==> config.mk <==
export PLATFORM = sky130hd
export DESIGN_NAME = bounded_deque_with_delete_flat
export DESIGN_NICKNAME = d
export VERILOG_FILES = /design/src/hw/rtl/bdq_pkg.sv /design/src/hw/rtl/bdq_req_if.sv /design/src/hw/rtl/bdq_rsp_if.sv /design/src/hw/rtl/bdq_ram.sv /design/src/hw/rtl/bdq_ctrl.sv /design/src/hw/rtl/bdq_dp.sv /design/src/hw/rtl/bounded_deque_with_delete.sv /design/src/flat_wrapper.sv
export SDC_FILE = /design/constraint.sdc
export NUM_CORES = 1
export LEC_CHECK = 0
export BUFFER_PORTS_ARGS = -buffer_cell sky130_fd_sc_hd__buf_4
export CAP_MARGIN = 25
export CORE_ASPECT_RATIO = 0.7
export CORE_MARGIN = 3
export CORE_UTILIZATION = 25
export DETAILED_ROUTE_END_ITERATION = 6
export GPL_TIMING_DRIVEN = 0
export PLACE_DENSITY_LB_ADDON = 0.08
export SLEW_MARGIN = 20
export SYNTH_ARGS = -nofsm -noshare
export SYNTH_HDL_FRONTEND = slang
export SYNTH_SLANG_ARGS = --single-unit
==> constraint.sdc <==
create_clock -name clock -period 7.66 [get_ports clock]
set_input_delay 1.532 -clock clock [delete_from_list [all_inputs] [get_ports clock]]
set_output_delay 1.532 -clock clock [all_outputs]
set_load 0.1 [all_outputs]
==> src/hw/rtl/bdq_pkg.sv <==
// ----------------------------------------------------------------------------
// bdq_pkg
// Shared types, codes and command/status bundles of the bounded deque.
// ----------------------------------------------------------------------------
package bdq_pkg;

   localparam int DEPTH_DEFAULT = 16;
   localparam int OPCODE_W      = 3;
   localparam int VALUE_W       = 32;
   localparam int STATUS_W      = 2;
   localparam int COUNT_W       = 5;

   typedef logic [OPCODE_W-1:0]       opcode_type;
   typedef logic signed [VALUE_W-1:0] value_type;
   typedef logic [STATUS_W-1:0]       status_type;
   typedef logic [COUNT_W-1:0]        count_type;

   localparam opcode_type OP_PUSH_BACK  = 3'd0;
   localparam opcode_type OP_PUSH_FRONT = 3'd1;
   localparam opcode_type OP_POP_BACK   = 3'd2;
   localparam opcode_type OP_POP_FRONT  = 3'd3;
   localparam opcode_type OP_DELETE     = 3'd4;

   localparam status_type ST_OK      = 2'd0;
   localparam status_type ST_EMPTY   = 2'd1;
   localparam status_type ST_FULL    = 2'd2;
   localparam status_type ST_NOMATCH = 2'd3;

   typedef struct packed {
      logic push_back;
      logic push_front;
      logic push_full;
      logic pop_back;
      logic pop_front;
      logic pop_empty;
      logic pop_finish;
      logic nop_finish;
      logic scan_start;
      logic scan_read;
      logic scan_next;
      logic nomatch_finish;
      logic shift_read;
      logic shift_write;
      logic delete_finish;
   } dp_cmd_type;

   typedef struct packed {
      logic full;
      logic empty;
      logic match;
      logic at_last;
      logic shift_tail;
   } dp_status_type;

endpackage

==> src/hw/rtl/bdq_req_if.sv <==
// ----------------------------------------------------------------------------
// bdq_req_if
// Request channel: opcode and value with valid/ready.
// ----------------------------------------------------------------------------
interface bdq_req_if;
   import bdq_pkg::*;

   logic       valid;
   logic       ready;
   opcode_type opcode;
   value_type  value;

   modport source (output valid, output opcode, output value, input ready);
   modport sink (input valid, input opcode, input value, output ready);

endinterface

==> src/hw/rtl/bdq_rsp_if.sv <==
// ----------------------------------------------------------------------------
// bdq_rsp_if
// Response channel: popped value, status and entry count with valid/ready.
// ----------------------------------------------------------------------------
interface bdq_rsp_if;
   import bdq_pkg::*;

   logic       valid;
   logic       ready;
   value_type  popped_value;
   status_type status;
   count_type  entry_count;

   modport source (output valid, output popped_value, output status, output entry_count,
                   input ready);
   modport sink (input valid, input popped_value, input status, input entry_count,
                 output ready);

endinterface

==> src/hw/rtl/bdq_ram.sv <==
// ----------------------------------------------------------------------------
// bdq_ram
// Generic RAM: one write port, one read port with registered read data.
// ----------------------------------------------------------------------------
module bdq_ram #(
   parameter int WIDTH = 32,
   parameter int DEPTH = 16
) (
   input  logic                     clock,
   input  logic                     wr_en,
   input  logic [$clog2(DEPTH)-1:0] wr_addr,
   input  logic [WIDTH-1:0]         wr_data,
   input  logic                     rd_en,
   input  logic [$clog2(DEPTH)-1:0] rd_addr,
   output logic [WIDTH-1:0]         rd_data
);

   logic [WIDTH-1:0] mem_ff [DEPTH];
   logic [WIDTH-1:0] rd_data_ff;

   always_ff @(posedge clock) begin
      if (wr_en) begin
         mem_ff[wr_addr] <= wr_data;
      end
      if (rd_en) begin
         rd_data_ff <= mem_ff[rd_addr];
      end
   end

   assign rd_data = rd_data_ff;

endmodule

==> src/hw/rtl/bdq_ctrl.sv <==
// ----------------------------------------------------------------------------
// bdq_ctrl
// Sequencer: decodes transfers, walks deletes, owns the response valid.
// ----------------------------------------------------------------------------
module bdq_ctrl (
   input  logic                   clock,
   input  logic                   reset,
   input  logic                   req_valid,
   input  bdq_pkg::opcode_type    req_opcode,
   output logic                   req_ready,
   output logic                   rsp_valid,
   input  logic                   rsp_ready,
   input  bdq_pkg::dp_status_type status,
   output bdq_pkg::dp_cmd_type    cmd
);
   import bdq_pkg::*;

   typedef enum logic [2:0] {
      S_IDLE,
      S_POP_DONE,
      S_SCAN_READ,
      S_SCAN_CHECK,
      S_SHIFT_READ,
      S_SHIFT_WRITE
   } state_type;

   state_type state_ff;
   state_type state_in;
   logic      rsp_valid_ff;
   logic      rsp_valid_in;
   logic      accept;
   logic      finish;

   always_comb begin
      cmd       = '0;
      state_in  = state_ff;
      finish    = 1'b0;
      req_ready = (state_ff == S_IDLE) && (!rsp_valid_ff || rsp_ready);
      accept    = req_valid && req_ready;
      case (state_ff)
         S_IDLE: begin
            if (accept) begin
               case (req_opcode)
                  OP_PUSH_BACK: begin
                     if (status.full) cmd.push_full = 1'b1;
                     else cmd.push_back = 1'b1;
                     finish = 1'b1;
                  end
                  OP_PUSH_FRONT: begin
                     if (status.full) cmd.push_full = 1'b1;
                     else cmd.push_front = 1'b1;
                     finish = 1'b1;
                  end
                  OP_POP_BACK: begin
                     if (status.empty) begin
                        cmd.pop_empty = 1'b1;
                        finish        = 1'b1;
                     end else begin
                        cmd.pop_back = 1'b1;
                        state_in     = S_POP_DONE;
                     end
                  end
                  OP_POP_FRONT: begin
                     if (status.empty) begin
                        cmd.pop_empty = 1'b1;
                        finish        = 1'b1;
                     end else begin
                        cmd.pop_front = 1'b1;
                        state_in      = S_POP_DONE;
                     end
                  end
                  OP_DELETE: begin
                     if (status.empty) begin
                        cmd.nomatch_finish = 1'b1;
                        finish             = 1'b1;
                     end else begin
                        cmd.scan_start = 1'b1;
                        state_in       = S_SCAN_READ;
                     end
                  end
                  default: begin
                     cmd.nop_finish = 1'b1;
                     finish         = 1'b1;
                  end
               endcase
            end
         end
         S_POP_DONE: begin
            cmd.pop_finish = 1'b1;
            finish         = 1'b1;
            state_in       = S_IDLE;
         end
         S_SCAN_READ: begin
            cmd.scan_read = 1'b1;
            state_in      = S_SCAN_CHECK;
         end
         S_SCAN_CHECK: begin
            if (status.match) begin
               if (status.at_last) begin
                  cmd.delete_finish = 1'b1;
                  finish            = 1'b1;
                  state_in          = S_IDLE;
               end else begin
                  state_in = S_SHIFT_READ;
               end
            end else if (status.at_last) begin
               cmd.nomatch_finish = 1'b1;
               finish             = 1'b1;
               state_in           = S_IDLE;
            end else begin
               cmd.scan_next = 1'b1;
               state_in      = S_SCAN_READ;
            end
         end
         S_SHIFT_READ: begin
            cmd.shift_read = 1'b1;
            state_in       = S_SHIFT_WRITE;
         end
         S_SHIFT_WRITE: begin
            cmd.shift_write = 1'b1;
            if (status.shift_tail) begin
               cmd.delete_finish = 1'b1;
               finish            = 1'b1;
               state_in          = S_IDLE;
            end else begin
               state_in = S_SHIFT_READ;
            end
         end
         default: begin
            state_in = S_IDLE;
         end
      endcase
      rsp_valid_in = finish || (rsp_valid_ff && !rsp_ready);
   end

   always_ff @(posedge clock) begin
      if (reset) begin
         state_ff     <= S_IDLE;
         rsp_valid_ff <= 1'b0;
      end else begin
         state_ff     <= state_in;
         rsp_valid_ff <= rsp_valid_in;
      end
   end

   assign rsp_valid = rsp_valid_ff;

`ifndef SYNTHESIS
   a_busy_output_empty: assert property (@(posedge clock) disable iff (reset)
      (state_ff != S_IDLE) |-> !rsp_valid_ff)
      else $error("result pending while an operation is in progress");

   a_pop_gives_result: assert property (@(posedge clock) disable iff (reset)
      (state_ff == S_POP_DONE) |=> (rsp_valid_ff && state_ff == S_IDLE))
      else $error("pop did not complete with a result");

   a_result_held: assert property (@(posedge clock) disable iff (reset)
      (rsp_valid_ff && !rsp_ready) |=> rsp_valid_ff)
      else $error("stalled result dropped");
`endif

endmodule

==> src/hw/rtl/bdq_dp.sv <==
// ----------------------------------------------------------------------------
// bdq_dp
// Datapath: ring pointers, entry RAM, delete scan position, result register.
// ----------------------------------------------------------------------------
module bdq_dp #(
   parameter int DEPTH = bdq_pkg::DEPTH_DEFAULT
) (
   input  logic                   clock,
   input  logic                   reset,
   input  bdq_pkg::dp_cmd_type    cmd,
   output bdq_pkg::dp_status_type status,
   input  bdq_pkg::value_type     req_value,
   output bdq_pkg::value_type     rsp_popped_value,
   output bdq_pkg::status_type    rsp_status,
   output bdq_pkg::count_type     rsp_entry_count
);
   import bdq_pkg::*;

   localparam int IDX_W = $clog2(DEPTH);
   localparam int CNT_W = $clog2(DEPTH + 1);

   logic [IDX_W-1:0] front_ff, front_in;
   logic [CNT_W-1:0] count_ff, count_in;
   logic [IDX_W-1:0] pos_ff, pos_in;
   value_type        value_ff, value_in;
   value_type        popped_ff, popped_in;
   status_type       status_ff, status_in;
   count_type        rcount_ff, rcount_in;
   logic             res_load;

   logic [IDX_W-1:0] front_dec, front_inc;
   logic [IDX_W-1:0] rd_pos, wr_pos, rd_slot, wr_slot;
   logic [IDX_W:0]   rd_sum, wr_sum;
   logic [CNT_W:0]   pos_ext, count_ext;
   logic             rd_en, wr_en;
   value_type        wr_data, rd_data;

   always_comb begin
      front_dec = (front_ff == '0) ? IDX_W'(DEPTH - 1) : front_ff - 1'b1;
      front_inc = (front_ff == IDX_W'(DEPTH - 1)) ? '0 : front_ff + 1'b1;

      rd_pos = pos_ff;
      if (cmd.pop_back) rd_pos = IDX_W'(count_ff - 1'b1);
      else if (cmd.pop_front) rd_pos = '0;
      else if (cmd.shift_read) rd_pos = pos_ff + 1'b1;
      rd_sum  = {1'b0, front_ff} + {1'b0, rd_pos};
      rd_slot = (rd_sum >= (IDX_W+1)'(DEPTH)) ? IDX_W'(rd_sum - (IDX_W+1)'(DEPTH))
                                              : rd_sum[IDX_W-1:0];
      rd_en   = cmd.pop_back || cmd.pop_front || cmd.scan_read || cmd.shift_read;

      wr_pos  = cmd.push_back ? IDX_W'(count_ff) : pos_ff;
      wr_sum  = {1'b0, front_ff} + {1'b0, wr_pos};
      wr_slot = (wr_sum >= (IDX_W+1)'(DEPTH)) ? IDX_W'(wr_sum - (IDX_W+1)'(DEPTH))
                                              : wr_sum[IDX_W-1:0];
      if (cmd.push_front) wr_slot = front_dec;
      wr_en   = cmd.push_back || cmd.push_front || cmd.shift_write;
      wr_data = cmd.shift_write ? rd_data : req_value;
   end

   bdq_ram #(
      .WIDTH (VALUE_W),
      .DEPTH (DEPTH)
   ) u_ram (
      .clock   (clock),
      .wr_en   (wr_en),
      .wr_addr (wr_slot),
      .wr_data (wr_data),
      .rd_en   (rd_en),
      .rd_addr (rd_slot),
      .rd_data (rd_data)
   );

   always_comb begin
      pos_ext   = (CNT_W+1)'(pos_ff);
      count_ext = {1'b0, count_ff};

      status.full       = (count_ff == CNT_W'(DEPTH));
      status.empty      = (count_ff == '0);
      status.match      = (rd_data == value_ff);
      status.at_last    = (pos_ext + 1'b1 == count_ext);
      status.shift_tail = (pos_ext + 2'd2 == count_ext);

      front_in = front_ff;
      if (cmd.push_front) front_in = front_dec;
      else if (cmd.pop_front) front_in = front_inc;

      count_in = count_ff;
      if (cmd.push_back || cmd.push_front) count_in = count_ff + 1'b1;
      else if (cmd.pop_back || cmd.pop_front || cmd.delete_finish) count_in = count_ff - 1'b1;

      pos_in = pos_ff;
      if (cmd.scan_start) pos_in = '0;
      else if (cmd.scan_next || cmd.shift_write) pos_in = pos_ff + 1'b1;

      value_in = cmd.scan_start ? req_value : value_ff;

      res_load = cmd.push_back || cmd.push_front || cmd.push_full || cmd.pop_empty ||
                 cmd.pop_finish || cmd.nop_finish || cmd.nomatch_finish ||
                 cmd.delete_finish;
      popped_in = cmd.pop_finish ? rd_data : '0;
      status_in = ST_OK;
      if (cmd.push_full) status_in = ST_FULL;
      else if (cmd.pop_empty) status_in = ST_EMPTY;
      else if (cmd.nomatch_finish) status_in = ST_NOMATCH;
      rcount_in = COUNT_W'(count_in);
   end

   always_ff @(posedge clock) begin
      if (reset) begin
         front_ff <= '0;
         count_ff <= '0;
         pos_ff   <= '0;
      end else begin
         front_ff <= front_in;
         count_ff <= count_in;
         pos_ff   <= pos_in;
      end
   end

   always_ff @(posedge clock) begin
      value_ff <= value_in;
      if (res_load) begin
         popped_ff <= popped_in;
         status_ff <= status_in;
         rcount_ff <= rcount_in;
      end
   end

   assign rsp_popped_value = popped_ff;
   assign rsp_status       = status_ff;
   assign rsp_entry_count  = rcount_ff;

`ifndef SYNTHESIS
   a_count_bounded: assert property (@(posedge clock) disable iff (reset)
      count_ff <= CNT_W'(DEPTH))
      else $error("entry count above capacity");

   a_push_not_full: assert property (@(posedge clock) disable iff (reset)
      (cmd.push_back || cmd.push_front) |-> !status.full)
      else $error("push written into a full queue");

   a_pop_not_empty: assert property (@(posedge clock) disable iff (reset)
      (cmd.pop_back || cmd.pop_front) |-> !status.empty)
      else $error("pop issued on an empty queue");
`endif

endmodule

==> src/hw/rtl/bounded_deque_with_delete.sv <==
// ----------------------------------------------------------------------------
// bounded_deque_with_delete
// Bounded double-ended queue of signed words with delete-first-match.
// ----------------------------------------------------------------------------
// Usage:
//   req_chan carries an opcode and a value; rsp_chan returns one result per
//   request: popped value, status and entry count after the operation.
//   Both channels transfer when valid and ready are high at a clock edge.
//   Push, unused opcodes, and a pop or delete on an empty queue finish in
//   the accepting state; a pop passes through S_POP_DONE for the RAM read;
//   a delete alternates S_SCAN_READ and S_SCAN_CHECK per entry up to the
//   match, then S_SHIFT_READ/S_SHIFT_WRITE per entry moved to close the gap.
//   Pushes sustain one transfer per cycle while each result is taken; a
//   pop holds req_chan.ready low for the registered read of the entry RAM;
//   a delete does so while it walks the RAM through its single read port.
//   Results sit in an output register; a push is still taken while a result
//   waits if that result transfers in the same cycle, otherwise the request
//   side stalls until the receiver takes it.
//   Reset (synchronous, active high) empties the queue; entry RAM contents
//   are left as they are and never read before being written.
// ----------------------------------------------------------------------------
module bounded_deque_with_delete #(
   parameter int DEPTH = bdq_pkg::DEPTH_DEFAULT
) (
   input logic          clock,
   input logic          reset,
   bdq_req_if.sink      req_chan,
   bdq_rsp_if.source    rsp_chan
);
   import bdq_pkg::*;

   dp_cmd_type    cmd;
   dp_status_type status;

   bdq_ctrl u_ctrl (
      .clock      (clock),
      .reset      (reset),
      .req_valid  (req_chan.valid),
      .req_opcode (req_chan.opcode),
      .req_ready  (req_chan.ready),
      .rsp_valid  (rsp_chan.valid),
      .rsp_ready  (rsp_chan.ready),
      .status     (status),
      .cmd        (cmd)
   );

   bdq_dp #(
      .DEPTH (DEPTH)
   ) u_dp (
      .clock            (clock),
      .reset            (reset),
      .cmd              (cmd),
      .status           (status),
      .req_value        (req_chan.value),
      .rsp_popped_value (rsp_chan.popped_value),
      .rsp_status       (rsp_chan.status),
      .rsp_entry_count  (rsp_chan.entry_count)
   );

endmodule

==> src/flat_wrapper.sv <==
// flat-port wrapper written by rule: the top's interface ports become plain ports
module bounded_deque_with_delete_flat import bdq_pkg::*;
#(
   parameter int DEPTH = bdq_pkg::DEPTH_DEFAULT
)
  (clock, reset, req_chan_valid, req_chan_opcode, req_chan_value, req_chan_ready, rsp_chan_valid, rsp_chan_popped_value, rsp_chan_status, rsp_chan_entry_count, rsp_chan_ready);
  bdq_req_if req_chan_i ();
  bdq_rsp_if rsp_chan_i ();
  input logic clock;
  input logic reset;
  input wire logic [$bits(req_chan_i.valid)-1:0] req_chan_valid;
  input wire logic [$bits(req_chan_i.opcode)-1:0] req_chan_opcode;
  input wire logic [$bits(req_chan_i.value)-1:0] req_chan_value;
  output wire logic [$bits(req_chan_i.ready)-1:0] req_chan_ready;
  output wire logic [$bits(rsp_chan_i.valid)-1:0] rsp_chan_valid;
  output wire logic [$bits(rsp_chan_i.popped_value)-1:0] rsp_chan_popped_value;
  output wire logic [$bits(rsp_chan_i.status)-1:0] rsp_chan_status;
  output wire logic [$bits(rsp_chan_i.entry_count)-1:0] rsp_chan_entry_count;
  input wire logic [$bits(rsp_chan_i.ready)-1:0] rsp_chan_ready;
  assign req_chan_i.valid = req_chan_valid;
  assign req_chan_i.opcode = req_chan_opcode;
  assign req_chan_i.value = req_chan_value;
  assign req_chan_ready = req_chan_i.ready;
  assign rsp_chan_valid = rsp_chan_i.valid;
  assign rsp_chan_popped_value = rsp_chan_i.popped_value;
  assign rsp_chan_status = rsp_chan_i.status;
  assign rsp_chan_entry_count = rsp_chan_i.entry_count;
  assign rsp_chan_i.ready = rsp_chan_ready;
  bounded_deque_with_delete #(.DEPTH(DEPTH)) u_core (.clock(clock), .reset(reset), .req_chan(req_chan_i), .rsp_chan(rsp_chan_i));
endmodule
## Word-level counts from Yosys, hierarchy flattened

Memories as Yosys holds them, arrays and structs flattened. A register that Yosys moved wholly into a read port is not among the register bits.
Cells that the tools add are included.

- Flip-flop bits (word level): 88
- Memories kept: 1
- RAM bits: 512
- Output and inout bits: 41
- Logic and storage cells: 132
- Input bits: 39

- Mux-type cells: 60
- $lt $le $gt $ge: 2
- Reductions and logical operators: 31
- Add/subtract/negate cells: 11
- Equality and inequality tests: 18

Memory list:

| name | depth | bits a word | rd ports | clocked after Yosys merged registers in | wr ports | line | text |
|---|---|---|---|---|---|---|---|
| u_core.u_dp.u_ram.mem_ff | 16 | 32 | 1 | 1 | 1 | bdq_ram.sv:18 | `logic [WIDTH-1:0] mem_ff [DEPTH];` |

Operators with widths:

| kind | count |
|---|---|
| 4-bit two-way mux | 11 |
| 32-bit equality test | 1 |
| 32-bit two-way mux | 1 |
| 1-bit two-way mux | 27 |
| 3-bit two-way mux | 6 |
| 1-bit logical OR | 15 |
| 3-bit case mux with 5 select lines | 1 |
| 3-bit by 2-bit equality test with 1-bit output (second input constant) | 4 |
| 2-bit two-way mux | 6 |
| 6-bit two-way mux | 2 |
| 4-bit by 1-bit subtractor with 4-bit output (second input constant) | 3 |
| 4-bit by 4-bit adder with 5-bit output | 2 |
| 5-bit equality test | 2 |
| 5-bit >= comparator (second input constant) | 2 |
| 5-bit two-way mux | 2 |
| 3-bit equality test (second input constant) | 3 |
| 4-bit by 1-bit adder with 4-bit output (second input constant) | 2 |
| 3-bit by 1-bit equality test with 1-bit output (second input constant) | 2 |
| 3-bit logical NOT | 2 |
| 3-bit inequality test (second input constant) | 2 |
| 3-bit case mux with 2 select lines | 1 |
| 2-bit OR reduction | 3 |
| 4-bit by 1-bit adder with 5-bit output (second input constant) | 1 |
| 4-bit by 2-bit adder with 5-bit output (second input constant) | 1 |
| other kinds (16) | 20 |

## Longest topological paths before layout

Gate-level depths: netlist of run 1.

- Depth in word-level cells: 13
- Depth in mapped cells: 15
- Mapped depth without buffers: 14

## Cells and area by module

A second synthesis of run 1 with hierarchy kept.

- Cells, all modules: 1,270
- Area total of the unflattened synthesis: 25,165.4 µm²

Modules (own cells, without submodules):

| module | area each (µm²) | seq. area each (µm²) | times used | cells an instance |
|---|---|---|---|---|
| bdq_ram | 20,155.6 | 16,335.7 | 1 | 838 |
| bdq_dp | 4,529.3 | 2,392.3 | 1 | 366 |
| bdq_ctrl | 480.5 | 80.1 | 1 | 66 |

## Worst setup path before layout of run 1

No wires, ideal clock.

- Path type: input port to flip-flop
- From: input port rsp_chan_ready
- To: memory u_core.u_dp.u_ram.mem_ff[2][0], enable pin
- Buffers on the path: 0
- Path slack: 0.847 ns
- Data arrival time: 6.353 ns
- Data required time: 7.199 ns
- Library setup time: 0.461 ns
- Stages on the path: 13
- Cells stage by stage: nand2b_1 and3_1 nand3_1 nor2_1 mux2_2 ha_1 a21o_1 a21oi_1 xnor2_1 xnor2_1 mux2i_1 mux2_1 nor3_1

- Cells in the longest elaborated chain, start to end: 10
- Elaborated cells on any way between the ends: 15
- Those cells by class: add/sub (2); order compare (1); mux (7); reduce/logical (5)

RTL lines:

| element | line | text |
|---|---|---|
| from (decl) | flat_wrapper.sv:19 | `input wire logic [$bits(rsp_chan_i.ready)-1:0] rsp_chan_ready;` |
| 1-bit logical OR * | bdq_ctrl.sv:38 | `req_ready = (state_ff == S_IDLE) && (!rsp_valid_ff \|\| rsp_ready);` |
| 1-bit logical AND * | bdq_ctrl.sv:38 |  |
| 1-bit logical AND * | bdq_ctrl.sv:39 | `accept = req_valid && req_ready;` |
| 6-bit two-way mux * | bdq_ctrl.sv:42 | `if (accept) begin` |
| 6-bit two-way mux * | bdq_ctrl.sv:40 | `case (state_ff)` |
| 4-bit two-way mux | bdq_dp.sv:51 | `wr_pos = cmd.push_back ? IDX_W'(count_ff) : pos_ff;` |
| 4-bit by 4-bit adder with 5-bit output | bdq_dp.sv:52 | `wr_sum = {1'b0, front_ff} + {1'b0, wr_pos};` |
| 4-bit by 1-bit subtractor with 4-bit output / 5-bit >= comparator (equally long branches) | bdq_dp.sv:53 | `wr_slot = (wr_sum >= (IDX_W+1)'(DEPTH)) ? IDX_W'(wr_sum - (IDX_W+1)'(DEPTH))` |
| 4-bit two-way mux | bdq_dp.sv:53 |  |
| 4-bit two-way mux | bdq_dp.sv:55 | `if (cmd.push_front) wr_slot = front_dec;` |
| to (decl) | bdq_ram.sv:18 |  |

Mark *: on every way between the ends. The rest lies on a longest branch, timed or not.

## Worst setup path after layout of run 1

- From: input port rsp_chan_ready
- To: register u_core.u_dp.u_ram.rd_data_ff[25], in the netlist u_core.u_dp.u_ram.rd_data[25], read port of u_core.u_dp.u_ram.mem_ff, data pin

- Cells in the longest elaborated chain, start to end: 10
- Elaborated cells on any way between the ends: 14
- Those cells by class: add/sub (2); order compare (1); mux (5); reduce/logical (6)

RTL lines:

| element | line | text |
|---|---|---|
| 1-bit logical OR * | bdq_ctrl.sv:38 |  |
| 1-bit logical AND * | bdq_ctrl.sv:38 |  |
| 1-bit logical AND * | bdq_ctrl.sv:39 |  |
| 6-bit two-way mux * | bdq_ctrl.sv:42 |  |
| 6-bit two-way mux * | bdq_ctrl.sv:40 |  |
| 4-bit two-way mux | bdq_dp.sv:44 | `else if (cmd.pop_front) rd_pos = '0;` |
| 4-bit two-way mux | bdq_dp.sv:43 | `if (cmd.pop_back) rd_pos = IDX_W'(count_ff - 1'b1);` |
| 4-bit by 4-bit adder with 5-bit output | bdq_dp.sv:46 | `rd_sum = {1'b0, front_ff} + {1'b0, rd_pos};` |
| 4-bit by 1-bit subtractor with 4-bit output / 5-bit >= comparator (equally long branches) | bdq_dp.sv:47 | `rd_slot = (rd_sum >= (IDX_W+1)'(DEPTH)) ? IDX_W'(rd_sum - (IDX_W+1)'(DEPTH))` |
| 4-bit two-way mux | bdq_dp.sv:47 |  |
| to (decl) | bdq_ram.sv:19 | `logic [WIDTH-1:0] rd_data_ff;` |

Marks and branches as above.
A chain may end at the register's enable or synchronous reset.

==> results of run 1 <==
[per-stage QoR]
| stage | total power [mW] | util | cell area (um^2) | hold WS (ps) |
|---|---|---|---|---|
| after detailed placement | 4.81 | 0.288 | 29000 | 556 |
| after global placement | 4.79 | 0.276 | 27800 | 553 |
| after global routing | 8.63 | 0.313 | 31500 | 585 |
| final | 8.31 | 0.313 | 31500 | 566 |
| after CTS | 8.46 | 0.313 | 31400 | 566 |
| after floorplan | 4.52 | - | 25500 | 525 |
[sequential cells by signal, indices dropped and copies added (netlist names)]
register	cells
u_core.u_dp.u_ram.mem_ff	512
u_core.u_dp.rsp_popped_value	32
u_core.u_dp.u_ram.rd_data	32
u_core.u_dp.value_ff	32
u_core.u_dp.count_ff	5
u_core.u_dp.rsp_entry_count	5
u_core.u_dp.front_ff	4
u_core.u_dp.pos_ff	4
u_core.u_ctrl.state_ff	3
u_core.u_dp.rsp_status	2
u_core.u_ctrl.rsp_valid	1
[power groups by stage]
stage | sequential, mW | clock (mW) | combinational [mW]
after global routing | 3.90 | 3.85 | 0.884
after detailed placement | 3.97 | 0 | 0.845
after floorplan | 4.18 | 0 | 0.340
after CTS | 3.89 | 3.72 | 0.847
after global placement | 3.98 | 0 | 0.813
final | 3.89 | 3.59 | 0.824
[path summary, 6_finish.rpt]
path	startpoint	cells after the start	to
worst max-delay path	rsp_chan_ready	14	u_core.u_dp.u_ram.rd_data[25]$_DFFE_PP_
worst min-delay path	u_core.u_ctrl.state_ff[2]$_SDFFE_PP0P_	2	u_core.u_ctrl.state_ff[1]$_SDFFE_PP0P_
worst max register to register	u_core.u_dp.count_ff[1]$_SDFF_PP0_	15	u_core.u_dp.u_ram.rd_data[25]$_DFFE_PP_
worst min register to register	u_core.u_ctrl.state_ff[2]$_SDFFE_PP0P_	2	u_core.u_ctrl.state_ff[1]$_SDFFE_PP0P_
[cell usage after synthesis, drive strengths merged (2+ instances only)]
library cell	count
edfxtp	615
mux4	128
mux2i	101
xnor2	47
clkbuf	42
mux2	39
and2	37
nand2	26
nor2	25
nor3	25
buf	18
dfxtp	17
o21ai	17
a21oi	16
ha	14
inv	13
nand3	10
nand4	10
xor2	10
or3	9
nand2b	8
nand3b	5
a2111oi	4
nor4	4
a211oi	3
a21boi	2
a21o	2
a22oi	2
a2bb2oi	2
a311oi	2
fa	2
nor3b	2
o21a	2
or2	2
[routing by layer]
layer / wire length (um) / GRT usage / vias to the layer above
li1: - / - / 5724
met1: 37300 / 0.208 / 6970
met2: 34600 / 0.226 / 232
met3: 2810 / 0.0273 / 82
met4: 1190 / 0.0317 / 0
met5: 0 / 0 / -
[logic make-up after synthesis]
logic type | Yosys count | share of synthesized area
flops | 632 | 0.737
mux | 268 | 0.170
simple gates | 168 | 0.0368
buf+inv | 73 | 0.0123
compound gates | 60 | 0.0158
xor+xnor | 57 | 0.0199
fa+ha+maj | 16 | 0.00843
[worst max-delay path, delay by kind of cell]
family | cells | cell delay (ps)
fa+ha+maj | 2 | 750
simple gates | 4 | 1170
mux | 3 | 900
compound gates | 1 | 130
buf+inv | 4 | 1730
[cell type report]
class | instances | area (um^2) | area share
flip-flops and latches | 632 | 18800 | 0.598
multi-input cells | 569 | 6530 | 0.208
clock buffers | 85 | 1910 | 0.0609
repair buffers | 190 | 1690 | 0.0536
well taps | 1336 | 1670 | 0.0531
clock inverters | 45 | 514 | 0.0163
plain buffers | 60 | 280 | 0.00891
inverters | 13 | 51.3 | 0.00163
==> impl_results.rst, run 1 <==
.. list-table::
   :header-rows: 1

   * - Metric
     - Value
   * - Outcome
     - complete, no violations
   * - Instance count after placement with tap cells included
     - 2800
   * - Combinational group share of total power
     - 0.099
   * - Total number of H-tree levels
     - 3
   * - R2r setup slk
     - 1830 ps
   * - CTS Hold Bufs
     - 0
   * - Antenna violations before repair
     - 1
   * - Antenna Nets Post-Route
     - 0
   * - Routed via count
     - 13008
   * - Endpoint class of the critical path
     - flop
   * - Post-CTS resize count
     - 0
   * - Fill cells
     - 9715
   * - Clock transition at the register clock pins on the worst setup and hold paths after CTS
     - 60 ps
   * - Final critical path time including I/O delays and setup
     - 5890 ps
   * - Tightest Pin Transition
     - 1120 ps
   * - Non-filler instance count after layout
     - 2930
   * - Share of post-route cells with drive strength above 1
     - 0.327
   * - Cells traversed along the worst timing path
     - buf_4 -> nand2b_1 -> nand3_4 -> or3_4 -> or3_1 -> o21ai_0 -> ha_1 -> inv_1 -> fa_1 -> clkbuf_1 -> clkbuf_1 -> mux4_2 -> mux2i_1 -> mux2i_1
   * - Syn. warnings
     - 0
   * - Critical path start-end classification
     - in -> reg
   * - FMAX
     - 170 MHz
   * - Worst supply voltage drop on vdd
     - 0.000110 V
   * - Die Area
     - 106000 um^2
   * - Power density of the placed cells
     - 264 nW/um^2
   * - Antenna diodes
     - 0
   * - Post-Route Setup TNS
     - 0 ps
   * - Number of endpoints with negative hold slack in the final report
     - 0
   * - Commonest register cell after synthesis
     - sky130_fd_sc_hd__edfxtp_1
   * - Net Sw Power
     - 2.02 mW
   * - Number of unique standard cell types used by synthesis
     - 59
   * - Kind of start point of the critical path
     - input port
   * - Number of sinks on the clock net
     - 632
   * - Via count of the first global-routing pass
     - 13841
   * - Max-slew violation count
     - 0
   * - Clk_lat worst skew
     - 640 ps
   * - Worst Path Max Fanout
     - 10
   * - CTS root buf
     - sky130_fd_sc_hd__clkbuf_16
   * - Leak pwr
     - 10.4 nW
   * - Initial core utilization
     - 0.254
   * - Area of the mapped netlist
     - 25500 um^2
   * - Area Growth Syn to Fin
     - 23.3%
   * - Cells after Synth
     - 1274
   * - Placement row count
     - 97
   * - Largest cells by area after synthesis
     - sky130_fd_sc_hd__edfxtp_1 72%, sky130_fd_sc_hd__mux4_2 11%, sky130_fd_sc_hd__mux2i_1 4.0%, sky130_fd_sc_hd__mux2_2 1.7%, sky130_fd_sc_hd__xnor2_1 1.6%
   * - Residual overflow from global routing
     - 0
   * - Drt drc
     - 0
   * - Max Cap Violations
     - 0
   * - Proportion of synthesized chip area in sequential cells
     - 0.737
   * - Setup Buffers After CTS
     - 0
   * - Clock tree skew after final layout
     - 24.0 ps
   * - Top cell type by total area after synthesis
     - sky130_fd_sc_hd__edfxtp_1
   * - Vertical die dimension
     - 273 um
   * - Half-perimeter wire length after placement
     - 54100 um
   * - Cell with the largest stage delay on the worst path
     - sky130_fd_sc_hd__clkbuf_1
   * - Port bufs
     - 78
   * - Worst path required time
     - 8020 ps
   * - Setup violation total in the final timing report
     - 0
   * - Clock tree from TritonCTS
     - done
   * - Tcrit/Tclk final
     - 0.769
   * - Proportion of register bits with asynchronous set or reset after synthesis
     - 0
   * - Most frequent standard cell in the layout excluding fill and tap cells
     - sky130_fd_sc_hd__edfxtp_1
   * - Total iterations of the first detailed-routing run
     - 5
   * - Internal Pwr Total
     - 6.29 mW
   * - DR vias/cell
     - 4.44
   * - DR iter-0 viols
     - 1034
   * - Global-route usage over all layers
     - 0.144
   * - Proportion of power drawn by the clock network
     - 0.432
   * - Number of enable-type register cells in the synthesized netlist
     - 615
   * - Crit-path max cell delay
     - 800 ps
   * - Worst Slack Setup Final
     - 1770 ps
   * - Nets@finish
     - 1593
   * - Fraction of post-synthesis cell area in the top cell type by area
     - 0.724
   * - Final RePlAce weighted congestion
     - 0.733
   * - Unrepaired setup endpoints after global routing
     - false
   * - #FFs+latches synth
     - 632
   * - Aggregate routed wire length
     - 75900 um
   * - Detailed-route wire length per cell
     - 25.9 um
   * - Most used cells in the layout excluding fill and tap cells
     - 615 x sky130_fd_sc_hd__edfxtp_1, 159 x sky130_fd_sc_hd__buf_4, 128 x sky130_fd_sc_hd__mux4_2
   * - First-pass GRT wire length
     - 107000 um
   * - IO Count
     - 80
   * - Switching portion of total power
     - 0.243
   * - Average cell area after synthesis
     - 20.0 um^2
   * - Clock Path Buffers
     - 3
   * - Net Count, Synth
     - 1329
   * - Largest net degree at the start of global routing
     - 22
   * - Hold WC Path Type
     - reg -> reg
   * - Core area
     - 101000 um^2
   * - Arrival time at the worst endpoint
     - 6260 ps
   * - Worst max-slew margin expressed relative to the limit
     - 0.256
   * - Number of buffers added by the clock tree synthesis step
     - 72
   * - Worst Setup Slack post-DPL
     - 1230 ps
   * - Flop pwr share
     - 0.469
   * - Die span in x
     - 388 um
No activity file was read; power rests on OpenSTA's default activity.
==> run 2: changes to the inputs <==
Clock period 7.66 ns to 5.8 ns, I/O delays scaled along.
==> run 2 against run 1 <==
Sequential cell count unchanged; sequential power up 32%; clock-buffer cell count up 2; cell count down 0.92%; routed wire length down 1.2%; via count down 0.58%; non-clock buffer count down 20; first-iteration DRC count down 25%; combinational power up 32%; register-to-register slack worse by 1700 ps; core utilization down 0.23 points; critical endpoint is now u_core.u_dp.u_ram.mem_ff[5][7]$_DFFE_PP_.
==> impl_results.rst, run 2 (synthesized netlist as in run 1, its figures left out) <==
.. list-table::
   :header-rows: 1

   * - Metric
     - Value
   * - Core area
     - 101000 um^2 (unchanged)
   * - Critical Path Start
     - u_core.u_dp.count_ff[1]$_SDFF_PP0_
   * - CTS root buf
     - sky130_fd_sc_hd__clkbuf_16
   * - Critical R2R Launch
     - u_core.u_dp.count_ff[1]$_SDFF_PP0_
   * - Antenna diodes
     - 0 (unchanged)
   * - Number of buffers added by the clock tree synthesis step
     - 72 (unchanged)
   * - Worst Hold Path Cells
     - 2 (unchanged)
   * - Worst path required time
     - 6120 ps (-1900 ps)
   * - Most used cells in the layout excluding fill and tap cells
     - 615 x sky130_fd_sc_hd__edfxtp_1, 128 x sky130_fd_sc_hd__mux4_2, 124 x sky130_fd_sc_hd__buf_4
   * - Outcome
     - complete, no violations
   * - Detailed-route wire length per cell
     - 25.8 um (-0.31%)
   * - Leak pwr
     - 10.3 nW (-1.1%)
   * - Initial core utilization
     - 0.254 (unchanged)
   * - Share of post-route cells with drive strength above 1
     - 0.319 (-0.00840)
   * - Cell with the largest stage delay on the worst path
     - sky130_fd_sc_hd__nor3_2
   * - Worst max-slew margin expressed relative to the limit
     - 0.326 (+0.0693)
   * - Number of sinks on the clock net
     - 632 (unchanged)
   * - Tightest Pin Transition
     - 1010 ps (-104 ps)
   * - Post-route cell area
     - 31200 um^2 (-0.72%)
   * - FMAX
     - 178 MHz
   * - Fill cells
     - 9641 (-0.76%)
   * - Clock transition at the register clock pins on the worst setup and hold paths after CTS
     - 60 ps (about the same)
   * - IO Count
     - 80 (unchanged)
   * - Hold WC Path Type
     - reg -> reg
   * - Clk_lat worst skew
     - 630 ps (about the same)
   * - R2r worst-path depth
     - 18 (+3)
   * - First-pass GRT wire length
     - 106000 um (-1.5%)
   * - Number of cells on the critical path
     - 18 (+4)
   * - Max Cap Violations
     - 0 (unchanged)
   * - Clock tree skew after final layout
     - 17.7 ps (-6.28 ps)
   * - Cell occurring most often along the worst timing path
     - sky130_fd_sc_hd__buf_4
   * - Die Area
     - 106000 um^2 (unchanged)
   * - Routed via count
     - 12933 (-0.58%)
   * - Critical path start-end classification
     - reg -> reg
   * - Endpoint class of the critical path
     - flop
   * - Total iterations of the first detailed-routing run
     - 5 (unchanged)
   * - Antenna violations before repair
     - 0 (-1)
   * - DR vias/cell
     - 4.46 (+0.35%)
   * - Clock tree from TritonCTS
     - done
   * - Area Growth Syn to Fin
     - 22.4%
   * - Tcrit/Tclk final
     - 0.971
   * - Nets@finish
     - 1573 (-1.3%)
   * - Biggest register
     - u_core.u_dp.u_ram.mem_ff
   * - Largest net degree at the start of global routing
     - 23 (+4.5%)
   * - Vertical die dimension
     - 273 um (unchanged)
   * - Final critical path time including I/O delays and setup
     - 5630 ps
   * - Global-route usage over all layers
     - 0.142 (-0.00213)
   * - R2r setup slk
     - 170 ps (-1660 ps)
   * - Placed Instance Area
     - 29000 um^2 (-0.12%)
   * - Worst supply voltage drop on vdd
     - 0.000169 V (+54%)
   * - Aggregate routed wire length
     - 75000 um (-1.2%)
   * - Cells traversed along the worst timing path
     - clkbuf_1 -> inv_1 -> ha_1 -> nand4bb_1 -> nand3_1 -> nor2_1 -> mux2_2 -> ha_1 -> a21o_1 -> a21oi_1 -> xnor2_1 -> xnor2_1 -> mux2i_1 -> mux2_1 -> nor3_2 -> buf_4 -> buf_4 -> buf_4
   * - Drt drc
     - 0 (unchanged)
   * - Worst hold start
     - u_core.u_ctrl.state_ff[2]$_SDFFE_PP0P_
   * - Number of flip-flops in the largest register
     - 512 (unchanged)
   * - Half-perimeter wire length after placement
     - 53300 um (-1.6%)
   * - Number of endpoints with negative hold slack in the final report
     - 0 (unchanged)
   * - Die span in x
     - 388 um (unchanged)
   * - Antenna Nets Post-Route
     - 0 (unchanged)
   * - Final RePlAce weighted congestion
     - 0.730 (-0.41%)
   * - Setup violation total in the final timing report
     - 0 (unchanged)
   * - Worst Path Max Fanout
     - 8 (-2)
   * - Worst reg2reg path endpoint
     - u_core.u_dp.u_ram.mem_ff[5][7]$_DFFE_PP_
   * - Port bufs
     - 78 (unchanged)
   * - DR iter-0 viols
     - 778 (-25%)
   * - Crit-path max cell delay
     - 660 ps (-140 ps)
   * - Total number of H-tree levels
     - 3 (unchanged)
   * - Clock Path Buffers
     - 3 (unchanged)
   * - End point of the critical path
     - u_core.u_dp.u_ram.mem_ff[5][7]$_DFFE_PP_
   * - Bufs and invs on worst path
     - 5 (+1)
   * - Largest delay share family, worst path
     - simple AND/OR/NAND/NOR gates
   * - Arrival time at the worst endpoint
     - 5950 ps (-310 ps)
   * - Residual overflow from global routing
     - 0 (unchanged)
   * - Overall power consumption
     - 10.6 mW (+27%)
   * - Placement row count
     - 97 (unchanged)
   * - Kind of start point of the critical path
     - flop
   * - Most frequent standard cell in the layout excluding fill and tap cells
     - sky130_fd_sc_hd__edfxtp_1
   * - Via count of the first global-routing pass
     - 13290 (-4.0%)
   * - Max-slew violation count
     - 0 (unchanged)
   * - Unrepaired setup endpoints after global routing
     - true
   * - Power density of the placed cells
     - 339 nW/um^2 (+28%)
[run 2: cell types whose count changed in the layout (fill, tap and decap cells not counted), moves of 3 or more]
cell | previous run | this run
sky130_fd_sc_hd__clkbuf_2 | 6 | 17
sky130_fd_sc_hd__clkinv_1 | 12 | 16
sky130_fd_sc_hd__nor3_4 | 1 | 10
sky130_fd_sc_hd__buf_4 | 159 | 124
sky130_fd_sc_hd__bufinv_16 | 11 | 5
sky130_fd_sc_hd__clkinv_2 | 16 | 9
sky130_fd_sc_hd__buf_16 | 6 | 3
sky130_fd_sc_hd__clkbuf_1 | 46 | 40
sky130_fd_sc_hd__nor3_2 | 16 | 7
sky130_fd_sc_hd__buf_8 | 4 | 21
[run 2: repair_timing]
| item | CTS | global route |
|---|---|---|
| buffers inserted | 0 | 3 |
| cloned | 0 | 0 |
| setup endpoints to repair | 6 | 75 |
| pin swaps | 0 | 1 |
| gates resized for setup | 4 | 17 |
| hold buffers | 0 | 0 |
[run 2: how the worst min path moves through the flow]
stage | slack [ps] | endpoint
floorplan | 530 | u_core.u_ctrl.state_ff[1]$_SDFFE_PP0P_
global placement | 540 | u_core.u_ctrl.state_ff[1]$_SDFFE_PP0P_
detailed placement | 550 | u_core.u_ctrl.state_ff[1]$_SDFFE_PP0P_
CTS | 560 | u_core.u_ctrl.state_ff[1]$_SDFFE_PP0P_
global route | 610 | u_core.u_ctrl.state_ff[1]$_SDFFE_PP0P_
finish | 560 | u_core.u_ctrl.state_ff[1]$_SDFFE_PP0P_
[run 2: final cells by class]
| cell class | instances | area, um^2 | area share |
|---|---|---|---|
| inverter | 13 | 51.3 | 0.00164 |
| buffer | 60 | 295 | 0.00946 |
| clock buffer | 87 | 1880 | 0.0602 |
| timing repair buffer | 170 | 1620 | 0.0520 |
| tap | 1336 | 1670 | 0.0535 |
| multi-input combinational | 569 | 6590 | 0.211 |
| sequential | 632 | 18800 | 0.602 |
| clock inverter | 36 | 305 | 0.00978 |
[run 2: per-stage QoR]
step | TNS, ps | utilization | hold slack, ps | instances | setup WS [ps]
global placement | -1925120 | 0.276 | 543 | 2688 | -4920
finish | 0 | 0.310 | 559 | 2903 | 167
CTS | 0 | 0.310 | 561 | 2900 | 13.6
detailed placement | -20060 | 0.288 | 554 | 2777 | -430
global route | -2560 | 0.310 | 608 | 2903 | -149
floorplan | -142690 | - | 525 | 1274 | -641
[run 2: metal layers]
metal  global-route usage  wire [um]  up-vias
met3               0.0252       2710       88
met1                0.209      36800     6890
met2                0.218      34100      261
met4               0.0323       1370        0
met5                    0          0        -
li1                     -          -     5694
[run 2: power breakdown]
part	internal [mW]	switching (mW)	leakage (nW)	total [mW]
sequential	5.11	0.0341	5.71	5.14
combinational	0.339	0.751	3.52	1.09
clock	2.52	1.82	1.07	4.34
[run 2: tightest hold or removal path, cell delays in order (launching register included)]
cell,delay (ps)
sky130_fd_sc_hd__dfxtp_1,320
sky130_fd_sc_hd__buf_6,140
sky130_fd_sc_hd__nor3_1,60
==> run 3: changes to the inputs <==
Settings changed: BUFFER_PORTS_ARGS -buffer_cell sky130_fd_sc_hd__buf_4 to -buffer_cell sky130_fd_sc_hd__buf_2, CTS_BUF_LIST from default to sky130_fd_sc_hd__clkbuf_2.
==> run 3 against run 2 <==
Global-route usage grew 0.55 points; register-to-register slack gained 140 ps; critical endpoint is now u_core.u_dp.u_ram.mem_ff[2][20]$_DFFE_PP_; critical path type unchanged; power shrank 11%; combinational power is essentially flat; design area shrank 1.6%; hold slack lost 250 ps; largest cell class unchanged; critical path depth is the same.
==> impl_results.rst, run 3 (synthesized netlist as in run 1, its figures left out) <==
.. list-table::
   :header-rows: 1

   * - Metric
     - Value
   * - Switching portion of total power
     - 0.289 (+0.0427)
   * - Number of buffers added by the clock tree synthesis step
     - 166 (+130%)
   * - Biggest register
     - u_core.u_dp.u_ram.mem_ff
   * - Share of post-route cells with drive strength above 1
     - 0.369 (+0.0494)
   * - IO Count
     - 80 (unchanged)
   * - Final RePlAce weighted congestion
     - 0.721 (-1.2%)
   * - Unrepaired setup endpoints after global routing
     - true
   * - Drt drc
     - 0 (unchanged)
   * - Most frequent standard cell in the layout excluding fill and tap cells
     - sky130_fd_sc_hd__edfxtp_1
   * - Clock transition at the register clock pins on the worst setup and hold paths after CTS
     - 90 ps (+30 ps)
   * - Internal Pwr Total
     - 6.67 mW (-16%)
   * - Max-slew violation count
     - 0 (unchanged)
   * - Tightest Pin Transition
     - 1040 ps (+32.6 ps)
   * - First-pass GRT wire length
     - 109000 um (+3.5%)
   * - Flop pwr share
     - 0.547 (+0.061)
   * - Final critical path time including I/O delays and setup
     - 5490 ps (-142 ps)
   * - Number of sinks on the clock net
     - 632 (unchanged)
   * - Clock tree skew after final layout
     - 51.0 ps (+33.3 ps)
   * - Arrival time at the worst endpoint
     - 6510 ps (+560 ps)
   * - Sequential cell area
     - 18800 um^2 (unchanged)
   * - Antenna violations before repair
     - 3 (+3)
   * - Placed Instance Area
     - 28800 um^2 (-0.54%)
   * - CTS root buf
     - sky130_fd_sc_hd__clkbuf_2
   * - Power density of the placed cells
     - 305 nW/um^2 (-9.8%)
   * - Tcrit/Tclk final
     - 0.947 (-0.0244)
   * - Half-perimeter wire length after placement
     - 53400 um (+0.34%)
   * - Antenna Nets Post-Route
     - 0 (unchanged)
   * - Setup violation total in the final timing report
     - 0 (unchanged)
   * - Combinational group share of total power
     - 0.116 (+0.013)
   * - Leak pwr
     - 10.4 nW (+1.4%)
   * - Most used cells in the layout excluding fill and tap cells
     - 615 x sky130_fd_sc_hd__edfxtp_1, 250 x sky130_fd_sc_hd__clkbuf_2, 128 x sky130_fd_sc_hd__mux4_2
   * - Via count of the first global-routing pass
     - 14436 (+8.6%)
   * - Worst max-slew margin expressed relative to the limit
     - 0.304 (-0.0217)
   * - Fill cells
     - 9937 (+3.1%)
   * - Initial core utilization
     - 0.254 (unchanged)
   * - Worst Setup Slack post-DPL
     - -475 ps (-44.8 ps)
   * - Die Area
     - 106000 um^2 (unchanged)
   * - Combined area of the multi-input logic cells
     - 6600 um^2 (+0.19%)
   * - Worst hold start
     - req_chan_opcode[2]
   * - Clock tree from TritonCTS
     - done
   * - Setup Buffers After CTS
     - 0 (unchanged)
   * - Area Growth Syn to Fin
     - 20.4%
   * - Core area
     - 101000 um^2 (unchanged)
   * - Routed via count
     - 13559 (+4.8%)
   * - Worst Path Max Fanout
     - 8 (unchanged)
   * - Cell occurring most often along the worst timing path
     - sky130_fd_sc_hd__buf_4
   * - FMAX
     - 182 MHz (+2.6%)
   * - Worst path required time
     - 6810 ps (+690 ps)
   * - Hold WC Path Type
     - in -> reg
   * - Critical R2R Launch
     - u_core.u_dp.count_ff[1]$_SDFF_PP0_
   * - Port bufs
     - 78 (unchanged)
   * - Global-route usage over all layers
     - 0.148 (+0.00546)
   * - Clock Path Buffers
     - 3 (unchanged)
   * - Largest net degree at the start of global routing
     - 23 (unchanged)
   * - Post-route cell area
     - 30700 um^2 (-1.6%)
   * - Overall power consumption
     - 9.38 mW (-11%)
   * - Max Cap Violations
     - 0 (unchanged)
   * - Clk_lat worst skew
     - 1370 ps (+740 ps)
   * - Detailed-route wire length per cell
     - 24.8 um (-4.2%)
   * - Worst supply voltage drop on vdd
     - 0.000105 V (-38%)
   * - Critical path start-end classification
     - reg -> reg
   * - DR vias/cell
     - 4.35 (-2.3%)
   * - Crit-path max cell delay
     - 560 ps (-100 ps)
   * - Kind of start point of the critical path
     - flop
   * - Outcome
     - complete, no violations
   * - Number of endpoints with negative hold slack in the final report
     - 0 (unchanged)
   * - Net Sw Power
     - 2.72 mW (+4.1%)
   * - Number of flip-flops in the largest register
     - 512 (unchanged)
   * - Proportion of power drawn by the clock network
     - 0.337 (-0.074)
   * - Endpoint class of the critical path
     - flop
   * - Vertical die dimension
     - 273 um (unchanged)
   * - Cells traversed along the worst timing path
     - clkbuf_1 -> inv_1 -> ha_1 -> nand4bb_1 -> nand3_1 -> nor2_1 -> mux2_2 -> ha_1 -> a21o_1 -> a21oi_1 -> xnor2_1 -> xnor2_1 -> mux2i_1 -> mux2_1 -> nor3_2 -> buf_4 -> buf_4 -> buf_4
   * - Placement row count
     - 97 (unchanged)
   * - R2r setup slk
     - 310 ps (+140 ps)
   * - Cell with the largest stage delay on the worst path
     - sky130_fd_sc_hd__mux2_1
   * - Total number of H-tree levels
     - 4 (+1)
   * - DR iter-0 viols
     - 947 (+22%)
   * - Critical Path Start
     - u_core.u_dp.count_ff[1]$_SDFF_PP0_
   * - Nets@finish
     - 1702 (+8.2%)
   * - Worst Slack Setup Final
     - 309 ps (+142 ps)
   * - Die span in x
     - 388 um (unchanged)
   * - Residual overflow from global routing
     - 0 (unchanged)
   * - Aggregate routed wire length
     - 77100 um (+2.8%)
   * - Total iterations of the first detailed-routing run
     - 4 (-1)
[run 3: changes by cell type in the layout (fill, tap and decap cells not counted), moves of 8 or more]
| cell | change |
|---|---|
| sky130_fd_sc_hd__clkinv_1 | +23 |
| sky130_fd_sc_hd__clkbuf_16 | -73 |
| sky130_fd_sc_hd__buf_4 | -78 |
| sky130_fd_sc_hd__dlygate4sd3_1 | +34 |
| sky130_fd_sc_hd__clkbuf_1 | -8 |
| sky130_fd_sc_hd__clkbuf_2 | +233 |
| sky130_fd_sc_hd__buf_2 | +78 |
[run 3: cell type report]
cell class	count	share of cell area
flip-flops and latches	632	0.612
multi-input cells	569	0.215
repair buffers	205	0.0582
well taps	1336	0.0544
clock buffers	241	0.0393
plain buffers	60	0.00945
clock inverters	52	0.00921
inverters	13	0.00167
diodes	6	0.000489
[run 3: metrics by stage]
step | utilization | TNS (ps) | hold WS (ps) | instances
6_report | 0.305 | 0 | 309 | 3114
3_5_place_dp | 0.287 | -13690 | 558 | 2781
3_3_place_gp | 0.274 | -1953910 | 548 | 2688
5_1_grt | 0.305 | -84.7 | 110 | 3113
4_1_cts | 0.305 | 0 | 3.69 | 3108
2_1_floorplan | - | -142690 | 525 | 1274
[run 3: per-layer routing]
metal	share of wire	vias up	wire, um	global-route usage
met5	0	-	0	0
met4	0.024	0	1820	0.0562
met1	0.48	7061	37200	0.207
met2	0.45	326	34300	0.222
li1	-	6053	-	-
met3	0.048	119	3670	0.0341
[run 3: worst max-delay path: cells and delay by family, from the launching register on]
| family | cells | cell delay [ps] |
|---|---|---|
| DFF | 1 | 360 |
| AOI/OAI and AO/OA | 2 | 340 |
| buffers and inverters | 5 | 1110 |
| muxes | 3 | 1070 |
| and+or+nand+nor | 4 | 1350 |
| adders and majority gates | 2 | 550 |
| xor gates and xnor gates | 2 | 350 |
[run 3: final timing paths]
kind | endpoint | cells after the start
setup / recovery | u_core.u_dp.u_ram.mem_ff[2][20]$_DFFE_PP_ | 18
hold / removal | u_core.u_ctrl.state_ff[0]$_SDFFE_PP0P_ | 4
setup reg to reg | u_core.u_dp.u_ram.mem_ff[2][20]$_DFFE_PP_ | 18
hold reg to reg | u_core.u_ctrl.state_ff[1]$_SDFFE_PP0P_ | 2
[run 3: power by group through the flow]
stage / sequential (mW) / combinational (mW) / clock [mW]
floorplan: 5.52 / 0.450 / 0
global placement: 5.25 / 1.04 / 0
detailed placement: 5.24 / 1.09 / 0
CTS: 5.14 / 1.11 / 3.37
global route: 5.14 / 1.16 / 3.59
finish: 5.13 / 1.08 / 3.17
[run 3: timing repair]
action / 4_1_cts / 5_1_grt
gates resized for setup: 3 / 9
hold buffers: 34 / 0
endpoints found under the setup margin: 22 / 27
pin swaps: 0 / 2
gates cloned: 0 / 0
hold endpoints to repair: 39 / 0
